<file path="src/rtl/core/ite_pkg.sv">
package ite_pkg;

    localparam int CORDIC_STEPS    = 16;
    localparam int ANGLE_FRAC_BITS = 16;
    localparam int TABLE_LEN       = 24;
    localparam int QB              = 24;
    localparam int ACC_SCALE_SH    = 8;

    localparam int ITER_W = $clog2(CORDIC_STEPS);
    localparam int XY_W   = 40;
    localparam int Z_W    = 36;
    localparam int ANG_W  = ANGLE_FRAC_BITS + 9;
    localparam int OP_W   = (ANG_W > 26) ? ANG_W + 1 : 27;
    localparam int ACC_W  = 2 * OP_W + 2;
    localparam int PC_W   = 5;
    localparam int CFG_IDX_W = 3;
    localparam int CFG_W  = 16;
    localparam int OUT_W  = 17;

    localparam logic signed [OP_W-1:0] Q_ONE   = OP_W'(16777216);
    localparam logic signed [OP_W-1:0] Q_HALF  = OP_W'(8388608);
    localparam logic signed [OP_W-1:0] Q_SIN   = OP_W'(14529495);
    localparam logic signed [XY_W-1:0] Q_GAIN  = XY_W'(10188014);
    localparam logic signed [Z_W-1:0]  LIM_Z   = Z_W'(180) <<< QB;
    localparam logic signed [Z_W-1:0]  HALF_Z  = Z_W'(90) <<< QB;
    localparam logic signed [ACC_W-1:0] LIM_Q  = ACC_W'(180) <<< QB;
    localparam logic signed [ACC_W-1:0] LIM_F  = ACC_W'(180) <<< ANGLE_FRAC_BITS;
    localparam logic signed [ACC_W-1:0] OUT_LIM = ACC_W'(46080);
    localparam logic signed [15:0] ONE_G = 16'sd16384;

    localparam logic [PC_W-1:0] PC_MOTOR = PC_W'(14);
    localparam logic [PC_W-1:0] PC_LAST  = PC_W'(25);

    typedef enum logic [CFG_IDX_W-1:0] {
        REG_ACC_OFF_X, REG_ACC_OFF_Y, REG_ACC_OFF_Z, REG_GYRO_OFF_X,
        REG_GYRO_OFF_Y, REG_GYRO_WEIGHT, REG_STEP_MS, REG_UPRIGHT_LIM
    } cfg_reg_t;

    typedef enum logic [1:0] {
        K_MAC, K_VEC, K_ROT
    } kind_t;

    typedef enum logic [4:0] {
        SRC_GX, SRC_GY, SRC_STEP, SRC_ANG, SRC_W, SRC_WC, SRC_ACCX, SRC_ACCY,
        SRC_CX, SRC_SNX, SRC_CY, SRC_SNY, SRC_R01, SRC_R02, SRC_R12, SRC_R20,
        SRC_R21, SRC_T01, SRC_T11, SRC_NH, SRC_SS, SRC_NSS
    } src_t;

    typedef enum logic [4:0] {
        DST_NONE, DST_ATX, DST_ATY, DST_INCY, DST_BLY, DST_INCX, DST_BLX,
        DST_SCX, DST_SCY, DST_R01, DST_R02, DST_R21, DST_R22, DST_T20,
        DST_T21, DST_T01, DST_T11, DST_M11, DST_M12, DST_ROLL
    } dst_t;

    typedef struct packed {
        kind_t kind;
        src_t  a_sel;
        src_t  b_sel;
        logic  first;
        logic  last;
        dst_t  dst;
    } uop_t;

    typedef struct packed {
        logic mul_en;
        logic acc_en;
        logic first;
    } mac_ctl_t;

    typedef struct packed {
        logic start;
        logic rotate;
    } cor_req_t;

    function automatic uop_t mk(input kind_t k, input src_t a, input src_t b,
                                input logic f, input logic l, input dst_t d);
        uop_t u;
        u.kind  = k;
        u.a_sel = a;
        u.b_sel = b;
        u.first = f;
        u.last  = l;
        u.dst   = d;
        return u;
    endfunction

    // sequencer program, motor section runs twice
    function automatic uop_t uop_at(input logic [PC_W-1:0] pc);
        uop_t u;
        case (pc)
            5'd0:  u = mk(K_VEC, SRC_GX, SRC_GX, 1'b1, 1'b1, DST_ATX);
            5'd1:  u = mk(K_VEC, SRC_GX, SRC_GX, 1'b1, 1'b1, DST_ATY);
            5'd2:  u = mk(K_MAC, SRC_GY, SRC_STEP, 1'b1, 1'b1, DST_INCY);
            5'd3:  u = mk(K_MAC, SRC_ANG, SRC_W, 1'b1, 1'b0, DST_NONE);
            5'd4:  u = mk(K_MAC, SRC_ACCY, SRC_WC, 1'b0, 1'b1, DST_BLY);
            5'd5:  u = mk(K_MAC, SRC_GX, SRC_STEP, 1'b1, 1'b1, DST_INCX);
            5'd6:  u = mk(K_MAC, SRC_ANG, SRC_W, 1'b1, 1'b0, DST_NONE);
            5'd7:  u = mk(K_MAC, SRC_ACCX, SRC_WC, 1'b0, 1'b1, DST_BLX);
            5'd8:  u = mk(K_ROT, SRC_GX, SRC_GX, 1'b1, 1'b1, DST_SCX);
            5'd9:  u = mk(K_ROT, SRC_GX, SRC_GX, 1'b1, 1'b1, DST_SCY);
            5'd10: u = mk(K_MAC, SRC_SNY, SRC_SNX, 1'b1, 1'b1, DST_R01);
            5'd11: u = mk(K_MAC, SRC_SNY, SRC_CX, 1'b1, 1'b1, DST_R02);
            5'd12: u = mk(K_MAC, SRC_CY, SRC_SNX, 1'b1, 1'b1, DST_R21);
            5'd13: u = mk(K_MAC, SRC_CY, SRC_CX, 1'b1, 1'b1, DST_R22);
            5'd14: u = mk(K_MAC, SRC_NH, SRC_R20, 1'b1, 1'b0, DST_NONE);
            5'd15: u = mk(K_MAC, SRC_SS, SRC_R21, 1'b0, 1'b1, DST_T20);
            5'd16: u = mk(K_MAC, SRC_NSS, SRC_R20, 1'b1, 1'b0, DST_NONE);
            5'd17: u = mk(K_MAC, SRC_NH, SRC_R21, 1'b0, 1'b1, DST_T21);
            5'd18: u = mk(K_MAC, SRC_NSS, SRC_CY, 1'b1, 1'b0, DST_NONE);
            5'd19: u = mk(K_MAC, SRC_NH, SRC_R01, 1'b0, 1'b1, DST_T01);
            5'd20: u = mk(K_MAC, SRC_NH, SRC_CX, 1'b1, 1'b1, DST_T11);
            5'd21: u = mk(K_MAC, SRC_NSS, SRC_T01, 1'b1, 1'b0, DST_NONE);
            5'd22: u = mk(K_MAC, SRC_NH, SRC_T11, 1'b0, 1'b1, DST_M11);
            5'd23: u = mk(K_MAC, SRC_NSS, SRC_R02, 1'b1, 1'b0, DST_NONE);
            5'd24: u = mk(K_MAC, SRC_NH, SRC_R12, 1'b0, 1'b1, DST_M12);
            5'd25: u = mk(K_VEC, SRC_GX, SRC_GX, 1'b1, 1'b1, DST_ROLL);
            default: u = mk(K_MAC, SRC_GX, SRC_GX, 1'b1, 1'b1, DST_NONE);
        endcase
        return u;
    endfunction

    // atan(2^-i) in degrees, q24
    function automatic logic [31:0] atan_tab(input logic [4:0] idx);
        logic [31:0] v;
        case (idx)
            5'd0:  v = 32'd754974720;
            5'd1:  v = 32'd445687602;
            5'd2:  v = 32'd235489088;
            5'd3:  v = 32'd119537938;
            5'd4:  v = 32'd60000934;
            5'd5:  v = 32'd30029717;
            5'd6:  v = 32'd15018523;
            5'd7:  v = 32'd7509720;
            5'd8:  v = 32'd3754917;
            5'd9:  v = 32'd1877466;
            5'd10: v = 32'd938734;
            5'd11: v = 32'd469367;
            5'd12: v = 32'd234684;
            5'd13: v = 32'd117342;
            5'd14: v = 32'd58671;
            5'd15: v = 32'd29335;
            5'd16: v = 32'd14668;
            5'd17: v = 32'd7334;
            5'd18: v = 32'd3667;
            5'd19: v = 32'd1833;
            5'd20: v = 32'd917;
            5'd21: v = 32'd458;
            5'd22: v = 32'd229;
            5'd23: v = 32'd115;
            default: v = 32'd0;
        endcase
        return v;
    endfunction

    // add half an lsb, then floor shift
    function automatic logic signed [ACC_W-1:0] rsh(input logic signed [ACC_W-1:0] v,
                                                    input int s);
        logic signed [ACC_W-1:0] h;
        h = (s > 0) ? (ACC_W'(1) <<< (s - 1)) : '0;
        return (v + h) >>> s;
    endfunction

    function automatic logic signed [ACC_W-1:0] clampv(input logic signed [ACC_W-1:0] v,
                                                       input logic signed [ACC_W-1:0] lim);
        logic signed [ACC_W-1:0] r;
        if (v > lim)
            r = lim;
        else if (v < -lim)
            r = -lim;
        else
            r = v;
        return r;
    endfunction

endpackage

</file>
<file path="src/rtl/core/ite_mac.sv">
module ite_mac
    import ite_pkg::*;
(
    input  logic                    clk,
    input  logic                    rst_n,
    input  mac_ctl_t                ctl,
    input  logic signed [OP_W-1:0]  op_a,
    input  logic signed [OP_W-1:0]  op_b,
    output logic signed [ACC_W-1:0] acc
);

    logic signed [2*OP_W-1:0] prod_reg;
    logic signed [ACC_W-1:0]  acc_reg;
    logic signed [ACC_W-1:0]  acc_next;

    always_comb
    begin
        if (ctl.first)
            acc_next = ACC_W'(prod_reg);
        else
            acc_next = acc_reg + ACC_W'(prod_reg);
    end

    always_ff @(posedge clk or negedge rst_n)
    begin
        if (!rst_n)
        begin
            prod_reg <= '0;
            acc_reg  <= '0;
        end
        else
        begin
            if (ctl.mul_en)
                prod_reg <= op_a * op_b;
            if (ctl.acc_en)
                acc_reg <= acc_next;
        end
    end

    assign acc = acc_reg;

endmodule

</file>
<file path="config.mk">
export PLATFORM = sky130hd
export DESIGN_NAME = ite_mac
export DESIGN_NICKNAME = d
export VERILOG_FILES = /design/src/rtl/core/ite_pkg.sv /design/src/rtl/core/ite_mac.sv
export SDC_FILE = /design/constraint.sdc
export NUM_CORES = 2
export LEC_CHECK = 0
export BUFFER_PORTS_ARGS = -buffer_cell sky130_fd_sc_hd__buf_2
export CAP_MARGIN = 20
export CORE_ASPECT_RATIO = 1.75
export CORE_UTILIZATION = 49
export CTS_BUF_LIST = sky130_fd_sc_hd__clkbuf_8
export DETAILED_ROUTE_END_ITERATION = 7
export PLACE_DENSITY = 0.65
export SYNTH_ARGS = -nofsm -noshare
export SYNTH_HDL_FRONTEND = slang
export SYNTH_SLANG_ARGS = --single-unit
export TNS_END_PERCENT = 50
</file>
<file path="constraint.sdc">
create_clock -name clk -period 3.84 [get_ports clk]
set_input_delay 0.384 -clock clk [delete_from_list [all_inputs] [get_ports clk]]
set_output_delay 0.384 -clock clk [all_outputs]
set_load 0.05 [all_outputs]
</file>
# == Word-level counts from Yosys, hierarchy flattened ==
# Index checks and enable logic that the tools add are counted.
# totals
ram_bits,0
latchBits,0
mem_count,0
output_inout_bits,56
word_cells,5
in_bits,59
mem_bits_ro,0
regBits,110
# op_classes
reduce_logical,0
shift,0
n_lt_le_gt_ge,0
div_mod_pow,0
multipliers,1
bitwise_logic,0
n_addsub,1
n_eq_ne,0
muxes,1
# op_table
cell,n
adder 56 x 54 -> 56 bit,1
2-to-1 mux 56 bit,1
multiplier 27 x 27 -> 54 bit,1

# == Depth between registers and ports, before layout ==
# depth
depth_word,2
mapped_depth,30
mapped_depth_nobuf,27

# == Least setup slack after synthesis ==
# No wires, ideal clock.
# synth_path
path_kind,input -> register
from,input port op_b[8]
to,register prod_reg[52]
path_buffers,2
arrival_ns,7.012
path_slack_ns,-3.296
cell_stages,25
path_cell_list,clkbuf_1 > clkbuf_1 > and2_1 > fa_1 > inv_1 > fa_1 > inv_1 > fa_1 > inv_1 > fa_1 > fa_1 > fa_1 > fa_1 > inv_1 > ha_1 > nor2b_1 > o21ai_0 > nand2b_1 > a21o_1 > a21o_1 > a21o_1 > a21o_1 > a21oi_2 > xnor2_1 > mux2_2
# synth_between
elab_chain_cells,1
# synth_rtl
element,line_no,text
start: declaration,ite_mac.sv:8,"input logic signed [OP_W-1:0] op_b,"
multiplier 27 x 27 -> 54 bit,ite_mac.sv:34,prod_reg <= op_a * op_b;
end signal: assignment,ite_mac.sv:34,
end: declaration,ite_mac.sv:12,logic signed [2*OP_W-1:0] prod_reg;
# Every way passes these cells.
# A chain may end at the register's enable or synchronous reset.

# == Worst setup path in the final report ==
# layout_path
from,input port op_a[10]
to,register prod_reg[52]
# layout_between
elab_chain_cells,1
# layout_rtl
element,line_no,text
start: declaration,ite_mac.sv:7,"input logic signed [OP_W-1:0] op_a,"
multiplier 27 x 27 -> 54 bit,ite_mac.sv:34,
# Every way passes these cells.

==> flow_summary.json <==
{
  "grt_pass1_wl_microns": 159700,
  "synth_sequential_area_ratio_pct": 8.146,
  "violations_in_the_final_reports": "design-rule violations, negative setup slack",
  "avgSynthCellArea_sq_um": 9.009,
  "cts_buffers": 9,
  "async_flop_share_pct": 100.0,
  "critical_path_required_ps": 4150,
  "status": "complete, but fails checks",
  "synth_top_area_share_pct": 45.14,
  "count_of_unique_library_cells_instantiated_by_yosys": 63,
  "synth_largest_area_cell": "sky130_fd_sc_hd__fa_1",
  "timing_max_transition_violations_final": 0,
  "routabilityCongestion": 0.9630,
  "routed_wire_length_microns": 99870,
  "timing.critical_path.cells": "buf_8, buf_12, buf_8, buf_6, and2_4, fa_1, fa_2, fa_1, fa_1, fa_2, fa_1, fa_1, ha_4, and3_4, nand2_2, or4_4, nor2_4, o31a_1, a21oi_2, xnor2_1, mux2_4",
  "ys_seq_elements": 110,
  "vias": 26680,
  "multi_input_gate_area_sq_um": 28520,
  "maxSlewHeadroom_pct": 35.87,
  "number_of_global_route_vias_before_repair": 30066,
  "insertion_delay_ps": 420,
  "dieArea_sq_um": 70060,
  "detail_route.first_pass.iterations": 8,
  "setup_viol_count_final": 48,
  "critPathMaxFanout": 6,
  "global_route_congestion_overflow_total": 0,
  "fmax_mhz": 155.7,
  "synthesis_to_finish_area_growth_pct": 20.48,
  "final_critical_path_setup_slack_ps": -2583,
  "post_detailed_route_count_of_antenna_violating_nets": 0,
  "pin_count_of_the_biggest_net_entering_global_routing": 81,
  "fp-row-count": 127,
  "finClkSkew_ps": 23.11,
  "endpoint_kind": "register",
  "criticalPathCategory": "input port to register",
  "die-height_microns": 349.4,
  "layout.filler_cells": 6074,
  "ys_dominant_reg_cell": "sky130_fd_sc_hd__dfrtp_1",
  "grt_setup_unrepaired": "true",
  "final_util_pct": 59.58,
  "hold_buffers": 0,
  "timing.critical_path.mode_cell": "sky130_fd_sc_hd__fa_1",
  "cp_slowest_cell": "sky130_fd_sc_hd__fa_2",
  "clockBufferDepth": 2,
  "drt-wirelength-per-cell_microns": 19.84,
  "critPathLaunchType": "input port",
  "final-seq-area_sq_um": 2753,
  "start_util_pct": 49.45,
  "worst-slew-pin-transition_ps": 962.0,
  "synth_enable_flop_cells": 0,
  "finalCritPeriodShare_pct": 167.3,
  "max_cap_viol_count": 0,
  "die_x_microns": 200.5,
  "mappedNetlistNets": 4785,
  "postSynthCellCount": 3751,
  "worstHoldPathType": "input port to asynchronous set/reset pin",
  "detail_route.vias_per_cell": 5.300,
  "dr.first_iter.drc_count": 1157,
  "mappedNetlistArea_sq_um": 33790,
  "hold_viol_final": 0,
  "finalCriticalPeriod_ps": 6423,
  "fp.coreArea_sq_um": 68330,
  "yosysWarnings": 0,
  "grt.total_usage_pct": 30.01,
  "root_buffer": "sky130_fd_sc_hd__clkbuf_8",
  "io_pins": 115,
  "fraction_of_layout_instances_using_a_drive_strength_above_1_pct": 21.89,
  "antenna_found_initial": 2,
  "drc": 2,
  "port_buffers": 114,
  "synth.top_cells.by_area": "sky130_fd_sc_hd__fa_1 45%, sky130_fd_sc_hd__inv_1 9.7%, sky130_fd_sc_hd__dfrtp_1 8.1%, sky130_fd_sc_hd__ha_1 7.9%, sky130_fd_sc_hd__and2_1 5.6%",
  "htree_levels": 3,
  "clkSlewWorstSetupHoldPaths_ps": 120,
  "largest_register_ff_count": 56,
  "tritoncts": "done",
  "slowest_delay_ps": 590,
  "place.detailed.hpwl_microns": 85240,
  "clkSinkCount": 110,
  "final_nets": 5158,
  "worstPathArrival_ps": 6740
}
==> synth_stat cells, drive strengths merged, types with 7 or more instances <==
cell,number
inv,871
fa,762
nand2,472
and2,304
ha,213
clkbuf,170
a21oi,150
nor2,128
dfrtp,110
o21ai,83
a21o,81
xnor2,63
mux2,50
xor2,41
nand2b,23
nand3,23
a31oi,21
nand4,16
nor2b,15
a211oi,14
o21bai,14
mux2i,13
nor3,13
o21a,12
and3,11
o211ai,8
o31ai,7
==> layer usage <==
metal,routed length (microns),track usage (%),share of wire (%),vias up
li1,-,-,-,11965
met1,33280,29.54,33,13584
met2,54650,58.12,55,738
met3,3032,2.626,3.0,393
met4,8895,22.00,8.9,0
met5,0,0,0,-
==> cell type report <==
cell class | instances | area share [%]
multi-input combinational | 2594 | 70.06
clock inverter | 7 | 0.2551
clock buffer | 9 | 0.3043
antenna | 2 | 0.01229
timing repair buffer | 538 | 11.78
sequential | 110 | 6.761
tap | 903 | 2.775
inverter | 871 | 8.052
==> what timing repair did <==
action / CTS / global route
endpoints found under the setup margin: 49 / 56
cloned: 3 / 0
buffers inserted: 40 / 15
pin swaps: 116 / 148
gates resized for setup: 265 / 158
hold endpoints to repair: 0 / 0
==> per-stage QoR <==
step | area, sq um | worst slack (ps) | hold slack, ps | setup TNS, ps | std cells
5_1_grt | 40710 | -2723 | 130.9 | -102310 | 5034
6_report | 40710 | -2583 | 52.16 | -94710 | 5034
4_1_cts | 40040 | -2474 | 100.4 | -92800 | 5017
2_1_floorplan | 34930 | -2860 | 88.41 | -95020 | 3751
3_5_place_dp | 38330 | -3262 | 516.7 | -128490 | 4958
3_3_place_gp | 38330 | -3195 | 505.0 | -125790 | 4958
==> worst paths after layout <==
kind / start / end / slack [ps] / depth (start not counted)
min reg2reg: prod_reg[15] / prod_reg[15] / 540 / 2
max in group asynchronous: rst_n / prod_reg[26] / 2790 / 2
max: op_a[10] / prod_reg[52] / -2580 / 21
min in group clk: prod_reg[15] / prod_reg[15] / 540 / 2
max reg2reg: acc[0] / acc[50] / 210 / 14
min: rst_n / prod_reg[6] / 50 / 1
==> worst max-delay path: cells and delay by family <==
kind	cells	cell delay (ps)
buf+inv	4	490
mux	1	260
simple gates	5	1110
compound gates	2	400
fa+ha+maj	8	3940
xor+xnor	1	140
==> cells by family (layout without fill, tap and decap cells) <==
group / count (synthesis) / in the layout / share of synthesized area (%)
buffers and inverters: 1047 / 1425 / 11.63
xor gates and xnor gates: 104 / 104 / 2.696
muxes: 63 / 63 / 2.051
DFF: 110 / 110 / 8.146
AOI/OAI and AO/OA: 426 / 426 / 7.902
other: 0 / 2 / 0
adders and majority gates: 975 / 975 / 53.03
and+or+nand+nor: 1026 / 1026 / 14.54
==> cell usage in the layout, fill, tap and decap left out, drive strengths merged, types with 5 or more instances in the layout <==
cell type	Yosys	final
xnor2	63	63
a31oi	21	21
o31ai	7	7
dfrtp	110	110
mux2	50	50
nor2	128	128
nand4	16	16
a211oi	14	14
a21oi	150	150
a21o	81	81
nand2	472	472
ha	213	213
nand2b	23	23
inv	871	872
o21bai	14	14
nor3	13	13
o21ai	83	83
clkbuf	170	12
xor2	41	41
buf	6	532
and3	11	11
and4	5	5
nand3	23	23
a211o	6	6
fa	762	762
o21a	12	12
mux2i	13	13
and2	304	304
nor2b	15	15
o211ai	8	8
Power is left out: the tool's default activity adds up to more than one toggle a clock period on the data nets, which glitch-free logic cannot reach.
