`config.mk`:
```
export PLATFORM = sky130hd
export DESIGN_NAME = ite_cordic
export DESIGN_NICKNAME = d
export VERILOG_FILES = /design/src/rtl/core/ite_pkg.sv /design/src/rtl/core/ite_cordic.sv
export SDC_FILE = /design/constraint.sdc
export NUM_CORES = 1
export LEC_CHECK = 0
export ABC_CLOCK_PERIOD_IN_PS = 15000
export BUFFER_PORTS_ARGS = -buffer_cell sky130_fd_sc_hd__buf_2
export CAP_MARGIN = 0
export CORE_MARGIN = 2
export CORE_UTILIZATION = 45
export CTS_BUF_LIST = sky130_fd_sc_hd__clkbuf_8
export CTS_CLUSTER_SIZE = 8
export DETAILED_ROUTE_END_ITERATION = 16
export GPL_ROUTABILITY_DRIVEN = 0
export SLEW_MARGIN = 20
export SYNTH_ARGS = -nofsm -noshare
export SYNTH_HDL_FRONTEND = slang
export SYNTH_SLANG_ARGS = --single-unit
export TNS_END_PERCENT = 10
```
`constraint.sdc`:
```
create_clock -name clk -period 15 [get_ports clk]
set_input_delay 0.75 -clock clk [delete_from_list [all_inputs] [get_ports clk]]
set_output_delay 0.75 -clock clk [all_outputs]
set_load 0.01 [all_outputs]
```
`src/rtl/core/ite_pkg.sv`:
```
package ite_pkg;

    localparam int CORDIC_STEPS    = 16;
    localparam int ANGLE_FRAC_BITS = 16;
    localparam int TABLE_LEN       = 24;
    localparam int QB              = 24;
    localparam int ACC_SCALE_SH    = 8;

    localparam int ITER_W = $clog2(CORDIC_STEPS);
    localparam int XY_W   = 40;
    localparam int Z_W    = 36;
    localparam int ANG_W  = ANGLE_FRAC_BITS + 9;
    localparam int OP_W   = (ANG_W > 26) ? ANG_W + 1 : 27;
    localparam int ACC_W  = 2 * OP_W + 2;
    localparam int PC_W   = 5;
    localparam int CFG_IDX_W = 3;
    localparam int CFG_W  = 16;
    localparam int OUT_W  = 17;

    localparam logic signed [OP_W-1:0] Q_ONE   = OP_W'(16777216);
    localparam logic signed [OP_W-1:0] Q_HALF  = OP_W'(8388608);
    localparam logic signed [OP_W-1:0] Q_SIN   = OP_W'(14529495);
    localparam logic signed [XY_W-1:0] Q_GAIN  = XY_W'(10188014);
    localparam logic signed [Z_W-1:0]  LIM_Z   = Z_W'(180) <<< QB;
    localparam logic signed [Z_W-1:0]  HALF_Z  = Z_W'(90) <<< QB;
    localparam logic signed [ACC_W-1:0] LIM_Q  = ACC_W'(180) <<< QB;
    localparam logic signed [ACC_W-1:0] LIM_F  = ACC_W'(180) <<< ANGLE_FRAC_BITS;
    localparam logic signed [ACC_W-1:0] OUT_LIM = ACC_W'(46080);
    localparam logic signed [15:0] ONE_G = 16'sd16384;

    localparam logic [PC_W-1:0] PC_MOTOR = PC_W'(14);
    localparam logic [PC_W-1:0] PC_LAST  = PC_W'(25);

    typedef enum logic [CFG_IDX_W-1:0] {
        REG_ACC_OFF_X, REG_ACC_OFF_Y, REG_ACC_OFF_Z, REG_GYRO_OFF_X,
        REG_GYRO_OFF_Y, REG_GYRO_WEIGHT, REG_STEP_MS, REG_UPRIGHT_LIM
    } cfg_reg_t;

    typedef enum logic [1:0] {
        K_MAC, K_VEC, K_ROT
    } kind_t;

    typedef enum logic [4:0] {
        SRC_GX, SRC_GY, SRC_STEP, SRC_ANG, SRC_W, SRC_WC, SRC_ACCX, SRC_ACCY,
        SRC_CX, SRC_SNX, SRC_CY, SRC_SNY, SRC_R01, SRC_R02, SRC_R12, SRC_R20,
        SRC_R21, SRC_T01, SRC_T11, SRC_NH, SRC_SS, SRC_NSS
    } src_t;

    typedef enum logic [4:0] {
        DST_NONE, DST_ATX, DST_ATY, DST_INCY, DST_BLY, DST_INCX, DST_BLX,
        DST_SCX, DST_SCY, DST_R01, DST_R02, DST_R21, DST_R22, DST_T20,
        DST_T21, DST_T01, DST_T11, DST_M11, DST_M12, DST_ROLL
    } dst_t;

    typedef struct packed {
        kind_t kind;
        src_t  a_sel;
        src_t  b_sel;
        logic  first;
        logic  last;
        dst_t  dst;
    } uop_t;

    typedef struct packed {
        logic mul_en;
        logic acc_en;
        logic first;
    } mac_ctl_t;

    typedef struct packed {
        logic start;
        logic rotate;
    } cor_req_t;

    function automatic uop_t mk(input kind_t k, input src_t a, input src_t b,
                                input logic f, input logic l, input dst_t d);
        uop_t u;
        u.kind  = k;
        u.a_sel = a;
        u.b_sel = b;
        u.first = f;
        u.last  = l;
        u.dst   = d;
        return u;
    endfunction

    // sequencer program, motor section runs twice
    function automatic uop_t uop_at(input logic [PC_W-1:0] pc);
        uop_t u;
        case (pc)
            5'd0:  u = mk(K_VEC, SRC_GX, SRC_GX, 1'b1, 1'b1, DST_ATX);
            5'd1:  u = mk(K_VEC, SRC_GX, SRC_GX, 1'b1, 1'b1, DST_ATY);
            5'd2:  u = mk(K_MAC, SRC_GY, SRC_STEP, 1'b1, 1'b1, DST_INCY);
            5'd3:  u = mk(K_MAC, SRC_ANG, SRC_W, 1'b1, 1'b0, DST_NONE);
            5'd4:  u = mk(K_MAC, SRC_ACCY, SRC_WC, 1'b0, 1'b1, DST_BLY);
            5'd5:  u = mk(K_MAC, SRC_GX, SRC_STEP, 1'b1, 1'b1, DST_INCX);
            5'd6:  u = mk(K_MAC, SRC_ANG, SRC_W, 1'b1, 1'b0, DST_NONE);
            5'd7:  u = mk(K_MAC, SRC_ACCX, SRC_WC, 1'b0, 1'b1, DST_BLX);
            5'd8:  u = mk(K_ROT, SRC_GX, SRC_GX, 1'b1, 1'b1, DST_SCX);
            5'd9:  u = mk(K_ROT, SRC_GX, SRC_GX, 1'b1, 1'b1, DST_SCY);
            5'd10: u = mk(K_MAC, SRC_SNY, SRC_SNX, 1'b1, 1'b1, DST_R01);
            5'd11: u = mk(K_MAC, SRC_SNY, SRC_CX, 1'b1, 1'b1, DST_R02);
            5'd12: u = mk(K_MAC, SRC_CY, SRC_SNX, 1'b1, 1'b1, DST_R21);
            5'd13: u = mk(K_MAC, SRC_CY, SRC_CX, 1'b1, 1'b1, DST_R22);
            5'd14: u = mk(K_MAC, SRC_NH, SRC_R20, 1'b1, 1'b0, DST_NONE);
            5'd15: u = mk(K_MAC, SRC_SS, SRC_R21, 1'b0, 1'b1, DST_T20);
            5'd16: u = mk(K_MAC, SRC_NSS, SRC_R20, 1'b1, 1'b0, DST_NONE);
            5'd17: u = mk(K_MAC, SRC_NH, SRC_R21, 1'b0, 1'b1, DST_T21);
            5'd18: u = mk(K_MAC, SRC_NSS, SRC_CY, 1'b1, 1'b0, DST_NONE);
            5'd19: u = mk(K_MAC, SRC_NH, SRC_R01, 1'b0, 1'b1, DST_T01);
            5'd20: u = mk(K_MAC, SRC_NH, SRC_CX, 1'b1, 1'b1, DST_T11);
            5'd21: u = mk(K_MAC, SRC_NSS, SRC_T01, 1'b1, 1'b0, DST_NONE);
            5'd22: u = mk(K_MAC, SRC_NH, SRC_T11, 1'b0, 1'b1, DST_M11);
            5'd23: u = mk(K_MAC, SRC_NSS, SRC_R02, 1'b1, 1'b0, DST_NONE);
            5'd24: u = mk(K_MAC, SRC_NH, SRC_R12, 1'b0, 1'b1, DST_M12);
            5'd25: u = mk(K_VEC, SRC_GX, SRC_GX, 1'b1, 1'b1, DST_ROLL);
            default: u = mk(K_MAC, SRC_GX, SRC_GX, 1'b1, 1'b1, DST_NONE);
        endcase
        return u;
    endfunction

    // atan(2^-i) in degrees, q24
    function automatic logic [31:0] atan_tab(input logic [4:0] idx);
        logic [31:0] v;
        case (idx)
            5'd0:  v = 32'd754974720;
            5'd1:  v = 32'd445687602;
            5'd2:  v = 32'd235489088;
            5'd3:  v = 32'd119537938;
            5'd4:  v = 32'd60000934;
            5'd5:  v = 32'd30029717;
            5'd6:  v = 32'd15018523;
            5'd7:  v = 32'd7509720;
            5'd8:  v = 32'd3754917;
            5'd9:  v = 32'd1877466;
            5'd10: v = 32'd938734;
            5'd11: v = 32'd469367;
            5'd12: v = 32'd234684;
            5'd13: v = 32'd117342;
            5'd14: v = 32'd58671;
            5'd15: v = 32'd29335;
            5'd16: v = 32'd14668;
            5'd17: v = 32'd7334;
            5'd18: v = 32'd3667;
            5'd19: v = 32'd1833;
            5'd20: v = 32'd917;
            5'd21: v = 32'd458;
            5'd22: v = 32'd229;
            5'd23: v = 32'd115;
            default: v = 32'd0;
        endcase
        return v;
    endfunction

    // add half an lsb, then floor shift
    function automatic logic signed [ACC_W-1:0] rsh(input logic signed [ACC_W-1:0] v,
                                                    input int s);
        logic signed [ACC_W-1:0] h;
        h = (s > 0) ? (ACC_W'(1) <<< (s - 1)) : '0;
        return (v + h) >>> s;
    endfunction

    function automatic logic signed [ACC_W-1:0] clampv(input logic signed [ACC_W-1:0] v,
                                                       input logic signed [ACC_W-1:0] lim);
        logic signed [ACC_W-1:0] r;
        if (v > lim)
            r = lim;
        else if (v < -lim)
            r = -lim;
        else
            r = v;
        return r;
    endfunction

endpackage

```
`src/rtl/core/ite_cordic.sv`:
```
module ite_cordic
    import ite_pkg::*;
(
    input  logic                   clk,
    input  logic                   rst_n,
    input  cor_req_t               req,
    input  logic signed [XY_W-1:0] x_in,
    input  logic signed [XY_W-1:0] y_in,
    input  logic signed [Z_W-1:0]  z_in,
    output logic                   done,
    output logic signed [XY_W-1:0] x_out,
    output logic signed [XY_W-1:0] y_out,
    output logic signed [Z_W-1:0]  z_out
);

    typedef enum logic [1:0] {C_IDLE, C_RUN, C_FIN} cstate_t;

    cstate_t           state_reg;
    logic [ITER_W-1:0] iter_reg;
    logic              done_reg;
    logic              rot_reg;
    logic              neg_reg;
    logic signed [XY_W-1:0] x_reg, y_reg, xo_reg, yo_reg;
    logic signed [Z_W-1:0]  z_reg, zo_reg;

    logic signed [XY_W-1:0] xs, ys, x_next, y_next, x0, y0;
    logic signed [Z_W-1:0]  tab, z_next, z0, a_cl;
    logic                   up, hold, neg0;

    always_comb
    begin
        tab = Z_W'($signed({1'b0, atan_tab(5'(iter_reg))}));
        xs  = x_reg >>> iter_reg;
        ys  = y_reg >>> iter_reg;
        if (rot_reg)
        begin
            up   = ~z_reg[Z_W-1];
            hold = 1'b0;
        end
        else
        begin
            up   = y_reg[XY_W-1];
            hold = (y_reg == '0);
        end
        if (hold)
        begin
            x_next = x_reg;
            y_next = y_reg;
            z_next = z_reg;
        end
        else if (up)
        begin
            x_next = x_reg - ys;
            y_next = y_reg + xs;
            z_next = z_reg - tab;
        end
        else
        begin
            x_next = x_reg + ys;
            y_next = y_reg - xs;
            z_next = z_reg + tab;
        end

        // start values: fold angle into +-90 deg, or mirror a left half-plane vector
        a_cl = z_in;
        if (z_in > LIM_Z)
            a_cl = LIM_Z;
        else if (z_in < -LIM_Z)
            a_cl = -LIM_Z;
        neg0 = 1'b0;
        x0 = x_in;
        y0 = y_in;
        z0 = '0;
        if (req.rotate)
        begin
            x0 = Q_GAIN;
            y0 = '0;
            z0 = a_cl;
            if (a_cl > HALF_Z)
            begin
                z0 = a_cl - LIM_Z;
                neg0 = 1'b1;
            end
            else if (a_cl < -HALF_Z)
            begin
                z0 = a_cl + LIM_Z;
                neg0 = 1'b1;
            end
        end
        else if (x_in[XY_W-1])
        begin
            x0 = -x_in;
            y0 = -y_in;
            z0 = y_in[XY_W-1] ? -LIM_Z : LIM_Z;
        end
    end

    always_ff @(posedge clk or negedge rst_n)
    begin
        if (!rst_n)
        begin
            state_reg <= C_IDLE;
            iter_reg  <= '0;
            done_reg  <= 1'b0;
        end
        else
        begin
            done_reg <= (state_reg == C_FIN);
            case (state_reg)
                C_IDLE:
                begin
                    if (req.start)
                    begin
                        iter_reg  <= '0;
                        state_reg <= C_RUN;
                    end
                end
                C_RUN:
                begin
                    iter_reg <= iter_reg + 1'b1;
                    if (iter_reg == ITER_W'(CORDIC_STEPS - 1))
                        state_reg <= C_FIN;
                end
                C_FIN:
                begin
                    state_reg <= C_IDLE;
                end
                default:
                begin
                    state_reg <= C_IDLE;
                end
            endcase
        end
    end

    always_ff @(posedge clk)
    begin
        if (state_reg == C_IDLE && req.start)
        begin
            x_reg   <= x0;
            y_reg   <= y0;
            z_reg   <= z0;
            rot_reg <= req.rotate;
            neg_reg <= neg0;
        end
        else if (state_reg == C_RUN)
        begin
            x_reg <= x_next;
            y_reg <= y_next;
            z_reg <= z_next;
        end
        if (state_reg == C_FIN)
        begin
            xo_reg <= neg_reg ? -x_reg : x_reg;
            yo_reg <= neg_reg ? -y_reg : y_reg;
            if (z_reg > LIM_Z)
                zo_reg <= LIM_Z;
            else if (z_reg < -LIM_Z)
                zo_reg <= -LIM_Z;
            else
                zo_reg <= z_reg;
        end
    end

    assign done  = done_reg;
    assign x_out = xo_reg;
    assign y_out = yo_reg;
    assign z_out = zo_reg;

endmodule

```
; ---- Word level (Yosys, flattened, before mapping)
; Memory sizes are Yosys's and may differ from the RTL's.
; Cells that the tools add are included.
[totals]
out_inout_bits = 117
ff_bits = 241
n_memories = 1
input_bits = 120
rom_bits = 480
elab_cells = 85
[memory_table]
columns = memory, words, word_bits, rd, rd_ports_with_merged_regs, wr, line_no
row1 = (name not given), 16, 30, 1, 0, 0, ite_pkg.sv:125  ; case (idx)
[op_classes]
mux = 35
shifts = 2
n_eq_ne = 6
n_reduce_logical = 9
addsub = 13
bitwise_logic = 1
n_lt_le_gt_ge = 6
[op_table]
columns = op, n
row1 = 40-bit 2-to-1 mux, 14
row2 = 36-bit 2-to-1 mux, 12
row3 = 40-bit negator, 4
row4 = 40-bit adder, 2
row5 = 40-bit by 4-bit >>> shifter with 40-bit output, 2
row6 = 40-bit subtractor, 2
row7 = "36-bit by 33-bit greater-than comparator with 1-bit output, second input constant", 2
row8 = "36-bit by 33-bit less-than comparator with 1-bit output, second input constant", 2
row9 = 40-bit zero test, 1
row10 = 36-bit by 33-bit adder with 36-bit output, 1
row11 = "36-bit by 33-bit adder with 36-bit output, second input constant", 1
row12 = "36-bit by 32-bit greater-than comparator with 1-bit output, second input constant", 1
row13 = "36-bit by 32-bit less-than comparator with 1-bit output, second input constant", 1
row14 = 36-bit by 33-bit subtractor with 36-bit output, 1
row15 = "36-bit by 33-bit subtractor with 36-bit output, second input constant", 1
row16 = 4-bit case mux with 2 select lines, 1
row17 = 2-bit AND reduction, 3
row18 = "4-bit by 1-bit adder with 4-bit output, second input constant", 1
row19 = "4-bit == test, second input constant", 1
row20 = 1-bit 2-to-1 mux, 4
row21 = 2-bit 2-to-1 mux, 2
row22 = 4-bit 2-to-1 mux, 1
row23 = "2-bit inequality test, second input constant", 2
row24 = 2-bit case mux with 2 select lines, 1
row25 = other kinds (8), 9

; ---- Logic depth before layout (Yosys ltp)
[logic_depth]
word_depth = 8
mapped_depth = 31
ltp_nobuf = 24

; ---- Worst setup path before layout
; Ideal clock, no wire load.
[synth_path]
path_kind = reg2reg
startpoint = register y_reg[1]
endpoint = register x_reg[0] (enable)
required_time_ns = 14.405
path_buffers = 0
stages_incl_launch_ff = 12
setup_slack_ns = 7.908
period_less_slack_ns = 7.092
setup_time_ns = 0.595
arrival_time_ns = 6.497
cell_sequence = edfxtp_1 > inv_1 > ha_1 > nand2_1 > or3_1 > or4_1 > or4_4 > nand2b_1 > nand2b_1 > or4_4 > nor3_1 > nor2_1
[synth_via]
elab_chain_len = 4
[synth_lines]
columns = item, line_no
row1 = start: declaration, ite_cordic.sv:23  ; logic signed [XY_W-1:0] x_reg, y_reg, xo_reg, yo_reg;
row2 = start signal: assignment, ite_cordic.sv:141  ; y_reg <= y0;
row3 = start signal: assignment, ite_cordic.sv:149  ; y_reg <= y_next;
row4 = 40-bit zero test, ite_cordic.sv:43  ; hold = (y_reg == '0);
row5 = 1-bit 2-to-1 mux, ite_cordic.sv:35  ; if (rot_reg)
row6 = 2-bit by 1-bit inequality test with 1-bit output (no line), -
row7 = 2-bit AND reduction (no line), -
row8 = end signal: assignment, ite_cordic.sv:148  ; x_reg <= x_next;
row9 = end: declaration, ite_cordic.sv:23
; Every way passes these cells.
; A chain may end at the register's enable or synchronous reset.

; ---- Worst setup path after layout
[layout_path]
startpoint = register iter_reg[1]
endpoint = register y_reg[36], data pin
[layout_via]
elab_chain_len = 6
word_cells_on_any_way = 7
cone_classes = add/sub (2) / shift (1) / mux (4)
[layout_lines]
columns = item, line_no
row1 = start: declaration, ite_cordic.sv:19  ; logic [ITER_W-1:0] iter_reg;
row2 = start signal: assignment, ite_cordic.sv:120  ; iter_reg <= iter_reg + 1'b1;
row3 = 40-bit by 4-bit >>> shifter with 40-bit output *, ite_cordic.sv:33  ; xs = x_reg >>> iter_reg;
row4 = 40-bit subtractor or 40-bit adder (tied branches), "ite_cordic.sv:60, ite_cordic.sv:54"
row5 = 40-bit 2-to-1 mux *, ite_cordic.sv:51  ; else if (up)
row6 = 40-bit 2-to-1 mux *, ite_cordic.sv:45  ; if (hold)
row7 = 40-bit 2-to-1 mux *, ite_cordic.sv:146  ; else if (state_reg == C_RUN)
row8 = 40-bit 2-to-1 mux *, ite_cordic.sv:138  ; if (state_reg == C_IDLE && req.start)
; Every way passes the cells marked *; elsewhere a longest branch is shown, timed or not. The select of a mux whose other input is x is not followed.

==> impl_metrics.csv <==
group,metric,value,unit
routing,drt-initial-drc-count,2763,
timing,skew,0.03520,ns
logic_synthesis,synth.top_cells.by_area,"edfxtp_1 (27%), ha_1 (6.8%), xnor2_1 (6.6%)",
floorplan,die_y,243.3,um
logic_synthesis,yosysSeqAreaShare,27.94,%
clock_tree,postCtsSetupBuffers,0,
logic_synthesis,synth_mux_area_share,10.25,%
logic_synthesis,syn_nets,3190,
floorplan,rows,87,
cells_and_area,syn_to_final_growth,9.547,%
critical_path,r2r_end,"y_reg[36]",
logic_synthesis,synthXorXnorAreaFrac,11.99,%
routing,ant_nets,0,
logic_synthesis,avgSynthCellArea,8.807,um^2
floorplan,die_width,243.3,um
run_status,outcome,"finished, final reports clean",
routing,vias_per_cell,6.323,
clock_tree,clock_path_buffers,3,
timing,rsz0062_at_grt,"false",
critical_path,cp_max_fo,61,
floorplan,pin_count,237,
clock_tree,cts.sinks,241,
critical_path,reg2reg_slack,7.56,ns
timing,finalSetupTns,0,ns
routing,post_drt_wl_per_cell,22.25,um
timing,fin_crit,7.438,ns
floorplan,core,56500,um^2
flow_run,maxCapViolCount,0,
global_route,grt_pass1_vias,22931,
critical_path,worst-setup-path-type,"register to register",
critical_path,arrival,7.77,ns
clock_tree,clk_latency,0.62,ns
timing,drv_slew,0,
clock_tree,cts_tree,"yes",
routing,drc,0,
placement,portBuffers,236,
critical_path,r2r_cells,23,
logic_synthesis,synth_top_family_by_area,"compound AO/OA/AOI/OAI gates",
cells_and_area,fillers,5344,
clock_tree,htree_num_levels,2,
clock_tree,cts.clk_slew.worst_paths,0.06,ns
floorplan,start_util,45.63,%
critical_path,cp_data_required_time,15.33,ns
critical_path,crit_path_end,"y_reg[36]",
logic_synthesis,synthSimpleGateAreaFrac,16.40,%
global_route,gr-total-overflow,0,
clock_tree,numCtsBuffers,44,
logic_synthesis,ys_ff_latch,241,
logic_synthesis,synth_area,25780,um^2
timing,setup_viol,0,
timing,hold_viol,0,
logic_synthesis,synth_commonest_cells,"nand2_1 (295), edfxtp_1 (234), o21ai_0 (218)",
floorplan,die_area,59220,um^2
cells_and_area,num-nets-final,3317,
logic_synthesis,yosys.area_share.adder,7.028,%
routing,vias,24311,
clock_tree,cts_root_buffer,"clkbuf_8",
logic_synthesis,synth_ff_type,"edfxtp_1",
min_path,hp-class,"primary input to register",
logic_synthesis,yosysWarnings,0,
critical_path,r2r_start,"iter_reg[1]",
cells_and_area,multiInputGateArea,17590,um^2
global_route,grt_pass1_wl,131300,um
critical_path,crit_path_start_kind,"register",
logic_synthesis,synth-compound-area-share,22.40,%
timing,tightest_slew,1.176,ns
timing,slew_headroom,21.31,%
timing,fin_crit_sh,49.59,%
logic_synthesis,yosysUniqueCellTypes,96,
logic_synthesis,synth-edff-count,234,
cells_and_area,seq_area,7217,um^2
critical_path,crit_path_end_kind,"register",
logic_synthesis,yosysTopAreaCellShare,27.26,%
global_route,track_usage,27.93,%
placement,dp_hpwl,65720,um
routing,firstDrtPassIters,6,
clock_tree,cts_resized,0,
global_route,grt_start_max_net_pins,94,
logic_synthesis,yosysMostFrequentCell,"nand2_1",
global_route,antenna_found_initial,4,
logic_synthesis,yosysTopAreaCell,"edfxtp_1",
routing,wl,85530,um
timing,max_freq,0.1344,GHz
critical_path,cp-startpoint,"iter_reg[1]",
logic_synthesis,netlist_instances,2927,
logic_synthesis,synthArstFlopShare,2.905,%
cells_and_area,drive_gt1_share,14.91,%
[how the worst min path moves through the flow]
stage / from / endpoint / cells after the start
floorplan: rst_n / done / 0
global placement: y_reg[0] / y_out[0] / 0
detailed placement: y_reg[0] / y_out[0] / 0
CTS: z_in[15] / z_reg[15] / 3
global route: z_in[20] / z_reg[20] / 3
finish: z_in[15] / z_reg[15] / 3
[metal layers]
layer	vias to the layer above	share of wire, %	track usage, %	wire length, um
li1	11313	-	-	-
met1	11596	44	40.77	37610
met2	1225	43	41.36	36400
met3	177	10	5.497	8957
met4	0	3.0	8.824	2562
met5	-	0	0	0
[what timing repair did]
| action | in CTS | in global routing |
|---|---|---|
| endpoints found under the setup margin | 0 | 0 |
| endpoints found under the hold margin | 7 | 0 |
| hold buffers | 1 | 0 |
[worst max-delay path, stage by stage, from the launching register on]
cell       delay [ns]
dfrtp_4          0.98
buf_4            0.68
nor2_1           0.46
a222oi_1         0.49
nand2_1          0.09
o21ai_0          0.14
ha_1             0.21
nor2b_1          0.30
and3_1           0.36
and2_1           0.34
nand2_1          0.11
o21ai_0          0.23
xor2_1           0.11
ha_1             0.22
a21o_1           0.21
a21o_1           0.19
a2111oi_0        0.42
nor3_1           0.10
a211oi_1         0.22
o31ai_1          0.18
a311oi_1         0.56
o21ai_0          0.21
xnor2_1          0.17
o22ai_1          0.10
[layout make-up]
cell class              instances  share of cell area [%]
multi-input cells            2432                   62.29
flip-flops and latches        241                   25.56
repair buffers                262                   5.011
well taps                     756                   3.350
clock buffers                  46                   2.242
inverters                      73                  0.9703
clock inverters                32                  0.5583
diodes                          3                 0.02658
[logic make-up (layout without fill, tap and decap cells)]
logic type	count (synthesis)	in the layout
AO/OA/AOI/OAI	900	900
AND/OR/NAND/NOR	864	864
XOR/XNOR	353	353
buffers and inverters	254	413
flip-flops	241	241
multiplexers	172	172
adder cells (fa/ha/maj)	143	143
other	0	3
[cells in the final DEF, fill, tap and decap left out, drive strengths merged, types with 14 or more instances in the layout]
master,instances
nand4,15
mux4,70
ha,140
or4,31
o211ai,23
xnor2,194
a21o,71
nand2,295
nor2b,27
clkbuf,46
a211oi,23
xor2,159
o31ai,61
a21oi,214
nor4,30
and2,42
a22oi,28
mux2i,69
nand3,45
nor2,178
edfxtp,234
mux2,33
a31oi,36
and3,23
or3,29
clkinv,14
buf,261
or2,16
o21ai,220
o22ai,61
inv,90
nor3,57
nand2b,41
o41ai,25
o21a,24
[through the flow]
stage	util [%]	hold slack (ns)	setup slack [ns]	std cells	instance area, um^2
CTS	49.92	0.3945	7.687	3841	28200
global placement	48.45	0.5445	7.881	3761	27370
floorplan	-	0.4544	7.908	2927	25780
finish	49.99	0.4289	7.562	3845	28240
detailed placement	48.50	0.5525	7.713	3762	27400
global route	49.99	0.4298	6.987	3845	28240
Power is left out: the tool's default activity adds up to more than one toggle a clock period on the data nets, which glitch-free logic cannot reach.
